--- config.mk ---
export PLATFORM = sky130hd
export DESIGN_NAME = dpec_isqrt
export DESIGN_NICKNAME = d
export VERILOG_FILES = /design/src/hw/rtl/dpec_pkg.sv /design/src/hw/rtl/dpec_isqrt.sv
export SDC_FILE = /design/constraint.sdc
export NUM_CORES = 2
export LEC_CHECK = 0
export BUFFER_PORTS_ARGS = -buffer_cell sky130_fd_sc_hd__buf_2
export CAP_MARGIN = 20
export CORE_MARGIN = 1.5
export CORE_UTILIZATION = 40
export DETAILED_ROUTE_END_ITERATION = 6
export HOLD_SLACK_MARGIN = 0.02
export RECOVER_POWER = 50
export SYNTH_ARGS = -nofsm -noshare
export SYNTH_HDL_FRONTEND = slang
export SYNTH_MEMORY_MAX_BITS = 65536
export SYNTH_SLANG_ARGS = --single-unit
--- constraint.sdc ---
create_clock -name clock -period 3.8 [get_ports clock]
set_input_delay 0.76 -clock clock [delete_from_list [all_inputs] [get_ports clock]]
set_output_delay 0.76 -clock clock [all_outputs]
set_load 0.005 [all_outputs]
--- src/hw/rtl/dpec_pkg.sv ---
`timescale 1ns / 1ps
`default_nettype none
// ----------------------------------------------------------------------------
// dpec_pkg
// Shared constants, types and helper functions of the disc pair collision
// pipeline.
// ----------------------------------------------------------------------------
package dpec_pkg;

   localparam int WORD_BITS   = 32;
   localparam int UNIT_BITS   = 28;
   localparam int EPS_BITS    = 17;
   localparam int SQRT_STAGES = 32;
   localparam int DIV_STAGES  = 31;
   // front (3) + root (SQRT_STAGES) + setup (2) + divide (DIV_STAGES) + back (13)
   localparam int PIPE_DEPTH  = 3 + SQRT_STAGES + 2 + DIV_STAGES + 13;

   typedef struct packed {
      logic signed [31:0] ax;
      logic signed [31:0] ay;
      logic signed [31:0] avx;
      logic signed [31:0] avy;
      logic signed [31:0] bx;
      logic signed [31:0] by;
      logic signed [31:0] bvx;
      logic signed [31:0] bvy;
      logic               dx_neg;
      logic               dy_neg;
      logic        [31:0] adx;
      logic        [31:0] ady;
      logic        [31:0] rsum;
      logic        [30:0] u;
      logic        [30:0] w;
      logic        [30:0] ma;
      logic        [30:0] mb;
      logic               z0;
      logic               hit;
   } side_type;

   // Round half away from zero, dropping UNIT_BITS fraction bits.
   function automatic logic signed [39:0] rnd_unit(input logic signed [67:0] x);
      logic signed [67:0] t;
      t = x + (x[67] ? 68'sd134217727 : 68'sd134217728);
      return t[67:28];
   endfunction

   // Clamp to the signed word range.
   function automatic logic signed [31:0] sat_word(input logic signed [39:0] x);
      logic signed [31:0] r;
      if (x > 40'sd2147483647) begin
         r = 32'sh7fffffff;
      end else if (x < -40'sd2147483648) begin
         r = 32'sh80000000;
      end else begin
         r = x[31:0];
      end
      return r;
   endfunction

endpackage
`default_nettype wire

--- src/hw/rtl/dpec_isqrt.sv ---
`timescale 1ns / 1ps
`default_nettype none
// ----------------------------------------------------------------------------
// dpec_isqrt
// Pipelined floor square root of a 64-bit value, one root bit per stage.
// ----------------------------------------------------------------------------
module dpec_isqrt (
   input  wire logic        clock,
   input  wire logic [63:0] rad,
   output logic      [31:0] root
);

   logic [63:0] val_ff  [dpec_pkg::SQRT_STAGES];
   logic [33:0] rem_ff  [dpec_pkg::SQRT_STAGES];
   logic [31:0] root_ff [dpec_pkg::SQRT_STAGES];
   logic [63:0] val_in  [dpec_pkg::SQRT_STAGES];
   logic [33:0] rem_in  [dpec_pkg::SQRT_STAGES];
   logic [31:0] root_in [dpec_pkg::SQRT_STAGES];

   always_comb begin
      logic [63:0] v;
      logic [33:0] r;
      logic [31:0] q;
      logic [35:0] cur;
      logic [35:0] trial;
      for (int k = 0; k < dpec_pkg::SQRT_STAGES; k++) begin
         if (k == 0) begin
            v = rad;
            r = '0;
            q = '0;
         end else begin
            v = val_ff[k-1];
            r = rem_ff[k-1];
            q = root_ff[k-1];
         end
         // bring down the next two bits, try root*4+1
         cur   = {r, v[63:62]};
         trial = {2'b00, q, 2'b01};
         if (cur >= trial) begin
            rem_in[k]  = 34'(cur - trial);
            root_in[k] = {q[30:0], 1'b1};
         end else begin
            rem_in[k]  = cur[33:0];
            root_in[k] = {q[30:0], 1'b0};
         end
         val_in[k] = {v[61:0], 2'b00};
      end
   end

   always_ff @(posedge clock) begin
      for (int k = 0; k < dpec_pkg::SQRT_STAGES; k++) begin
         val_ff[k]  <= val_in[k];
         rem_ff[k]  <= rem_in[k];
         root_ff[k] <= root_in[k];
      end
   end

   assign root = root_ff[dpec_pkg::SQRT_STAGES-1];

endmodule
`default_nettype wire

# Word level (Yosys, flattened, before mapping)
# Memory sizes are Yosys's and may differ from the RTL's.
# Cells that the tools add are included.
# classes
muxes,64
order_cmp,32
addsub,32
# ops
cell,count
36-bit by 34-bit >= comparator with 1-bit output,31
34-bit 2-to-1 mux,32
34-bit subtractor,31
1-bit 2-to-1 mux,32
2-bit by 1-bit subtractor with 3-bit output (second input constant),1
2-bit by 1-bit >= comparator with 1-bit output (second input constant),1
# word_totals
mem_bits_rw,4096
wordCells,131
out_inout_bits,32
reg_bits,0
n_memories,3
inputBits,65
# memory_table
memory,depth,width,read_ports,rd_ports_with_merged_regs,wr,line,source
val_ff,32,62,31,0,32,dpec_isqrt.sv:13,logic [63:0] val_ff [dpec_pkg::SQRT_STAGES];
rem_ff,32,34,31,0,32,dpec_isqrt.sv:14,logic [33:0] rem_ff [dpec_pkg::SQRT_STAGES];
root_ff,32,32,32,0,32,dpec_isqrt.sv:15,logic [31:0] root_ff [dpec_pkg::SQRT_STAGES];

# Logic depth before layout (Yosys ltp)
# An unclocked memory read counts as a cell.
# logic_depth
depth_word,3
mapped_depth,14
mapped_depth_nobuf,13

# Least setup slack after synthesis
# Ideal clock, no wire load.
# synth_timing
path_type,reg2reg
startpoint,"mem root_ff[23][23], in the netlist root_ff[1][247]"
endpoint,"mem rem_ff[24][5], in the netlist rem_ff[1][277]"
stages_incl_launch_ff,12
setup_time_ns,0.074
required_time_ns,3.726
path_buffers,3
synth_period_minus_slack_ns,3.000
arrival_ns,2.926
setup_slack_ns,0.800
cell_sequence,dfxtp_1 > inv_1 > ha_1 > clkbuf_1 > a2111oi_0 > nand2_1 > nand3b_1 > nor4_1 > clkbuf_1 > buf_1 > nand2_1 > o21ai_0
# synth_lines
element,line
start: declaration,dpec_isqrt.sv:15
end: declaration,dpec_isqrt.sv:14

==> impl_results.md <==
- Outcome: finished, final reports clean
- Crit path DAT: 4.24 ns
- CTS tree: yes
- Area contributors post-synth: dfxtp_1 (55%), ha_1 (7.6%), xnor2_1 (4.1%)
- Nets@finish: 10,100
- Max Freq: 281 MHz
- Area occupied by multi-input gates: 0.0387 sq mm
- Crit Path Class: flip-flop to flip-flop
- Final ANT Viol Nets: 0
- CTS clk-pin slew, worst paths: 0.06 ns
- Setup TNS: 0 ns
- Skew-Pair Late Insertion Delay: 0.90 ns
- Largest area contributor in the netlist: dfxtp_1
- Root buf cell: clkbuf_16
- Worst Tran Pin Value: 1.08 ns
- Count leader, synth: dfxtp_1
- Drt first-iter violations: 3,750
- Seq. cell area: 0.0505 sq mm
- DIE WIDTH: 484 um
- Die H: 484 um
- Share of synthesized flip-flops with an asynchronous set or reset: 0%
- Drc violations: 0
- Routed vias/inst: 4.93
- Routed WL: 200 mm
- FILL cells: 21,300
- PwrDens: 680 mW/mm^2
- Post-synth top area share: 54.5%
- Startpoint class of the critical path: flip-flop
- Worst slew margin: 27.2%
- Hold Crit Class: flip-flop to flip-flop
- Seq cells post-synth: 2,523
- Cell variety after synth: 99
- Via Count: 62,800
- Setup repair bufs after CTS: 0
- Number of max-cap violations: 0
- Gr usage total: 16.7%
- Final hold vios: 0
- Die area: 0.234 sq mm
- Layout cells sized above 1: 7.83%
- CP Data Required Time: 4.48 ns
- Final core utilization: 46.4%
- RD Place Congestion: 0.903
- Final Instance Area: 0.107 sq mm
- Initial Utilization: 40.3%
- Area delta synth->final: 15.3%
- Final Critical Period: 3.56 ns
- GRT overflow: 0
- Main synth FF type: dfxtp_1
- Avg WL per Cell: 15.7 um
- Max-slew violation count: 0
- Final worst-path cycle share: 93.7%
- Post-synth EDFFs: 0
- Max VDD drop: 0.533 mV
- Synth Instances: 9,172
- Avg Inst Size Synth: 10.1 sq um
- CP Capture Type: flip-flop
- H-tree depth: 5
- Clock sink total: 2,523
- PortBufs: 96
- Cell Rows: 176
- Max Root-Sink Buffers: 4
- RSZ-0062 raised after global routing: false
- Leak Pwr: 49.6 nW
- Power, Total: 72.6 mW
- Worst-path fanout max: 16
- Worst R2R Setup Slack: 0.24 ns
- First-pass GRT wire length: 323 mm
- Detailed Routing Iterations Pass 1: 5
- Core Footprint: 0.230 sq mm
- # IOs: 97
- Initial antenna violation count: 3
- Synthesized Nets: 9,799
- Sequential cell area fraction in the yosys report: 54.5%
- Post-DP Area: 0.0968 sq mm
- Clock Skew: 0.0647 ns
- Dpl cells: 12,200
- Largest net degree at the start of global routing: 63
- Post-Layout Cell Count: 12,700
- Ys Warns: 0
- HPWL after detailed placement: 151 mm
- Cell Area, Synth: 0.0926 sq mm
- Synth cell count leaders: dfxtp_1 (2,523), inv_1 (694), nand2_1 (694), ha_1 (562), a21oi_1 (539)
- # setup viols final: 0
- CTS Buf Count: 283
- Vias in the first global route: 61,800
[what timing repair did]
item | 4_1_cts | 5_1_grt
endpoints found under the hold margin | 65 | 0
gates resized for setup | 0 | 0
hold buffers | 65 | 0
[layer usage]
layer | GRT usage (%) | wire length [um] | vias up
li1 | - | - | 32000
met1 | 22.0 | 93500 | 28900
met2 | 27.8 | 91900 | 1370
met3 | 2.52 | 8640 | 406
met4 | 5.76 | 6260 | 0
met5 | 0 | 0 | -
[critical path, cell delays in order, from the launching register on]
cell and delay, ns:
dfxtp_1 0.56, inv_1 0.08, ha_1 0.23, nand2b_1 0.16
a211oi_1 0.37, o22ai_1 0.21, a31oi_1 0.34, a311oi_1 0.21
nor2_1 0.30, nor2b_4 0.16, o21ai_0 0.75
[logic make-up after synthesis]
family	share of synthesized area [%]
xor+xnor	8.14
flops	54.5
simple gates	12.8
buf+inv	3.85
compound gates	12.3
fa+ha+maj	7.59
mux	0.793
other cells	0.00405
[per-stage QoR]
| step | hold WS [ns] | worst slack (ns) |
|---|---|---|
| after detailed placement | 0.312 | 0.217 |
| after floorplan | 0.310 | 0.800 |
| final | 0.270 | 0.241 |
| after global placement | 0.310 | 0.156 |
| after CTS | 0.265 | 0.165 |
| after global routing | 0.289 | 0.0264 |
[cell usage in the layout (no fill, tap or decap), types with 32 or more instances in the layout]
| master | count |
|---|---|
| clkbuf_16 | 285 |
| or3_1 | 75 |
| xor2_1 | 425 |
| nor2_1 | 526 |
| o21a_1 | 77 |
| a21oi_1 | 539 |
| bufinv_16 | 32 |
| dlygate4sd3_1 | 65 |
| a211oi_1 | 62 |
| clkinv_2 | 33 |
| a21o_1 | 255 |
| and3_1 | 49 |
| buf_4 | 89 |
| or2_2 | 37 |
| xnor2_1 | 436 |
| mux2_2 | 51 |
| or4_1 | 54 |
| clkbuf_8 | 38 |
| nor2b_1 | 72 |
| o21bai_1 | 47 |
| nand3_1 | 146 |
| nand4_1 | 112 |
| a31oi_1 | 40 |
| nor3_1 | 227 |
| buf_2 | 96 |
| o31ai_1 | 46 |
| nand2_1 | 694 |
| dfxtp_1 | 2523 |
| o21ai_0 | 532 |
| clkbuf_1 | 53 |
| nor4_1 | 121 |
| inv_1 | 694 |
| nand2b_1 | 111 |
| ha_1 | 562 |
[state kept, by name, indices dropped and copies added (netlist names)]
register / cells
val_ff: 992
rem_ff: 1003
root_ff: 528
[report_power, final]
part / internal, mW / leakage (nW) / switching (mW)
sequential: 30.9 / 21.1 / 3.40
clock: 16.7 / 4.55 / 10.4
combinational: 5.05 / 23.9 / 6.22
[final timing paths]
path / startpoint / endpoint / cells after the start
setup / recovery: val_ff[1][556] / rem_ff[1][308] / 10
hold / removal: val_ff[0][908] / val_ff[0][972] / 0
setup reg to reg: val_ff[1][556] / rem_ff[1][308] / 10
hold reg to reg: val_ff[0][908] / val_ff[0][972] / 0
[cell type report]
| class | instances | share of cell area [%] |
|---|---|---|
| Clock buffer | 376 | 7.35 |
| Clock inverter | 105 | 1.41 |
| Multi-Input combinational cell | 5736 | 36.2 |
| Antenna cell | 2 | 0.00468 |
| Tap cell | 3026 | 3.54 |
| Sequential cell | 2523 | 47.3 |
| Inverter | 701 | 2.46 |
| Timing Repair Buffer | 255 | 1.78 |
(Power assumes the default switching activity.)
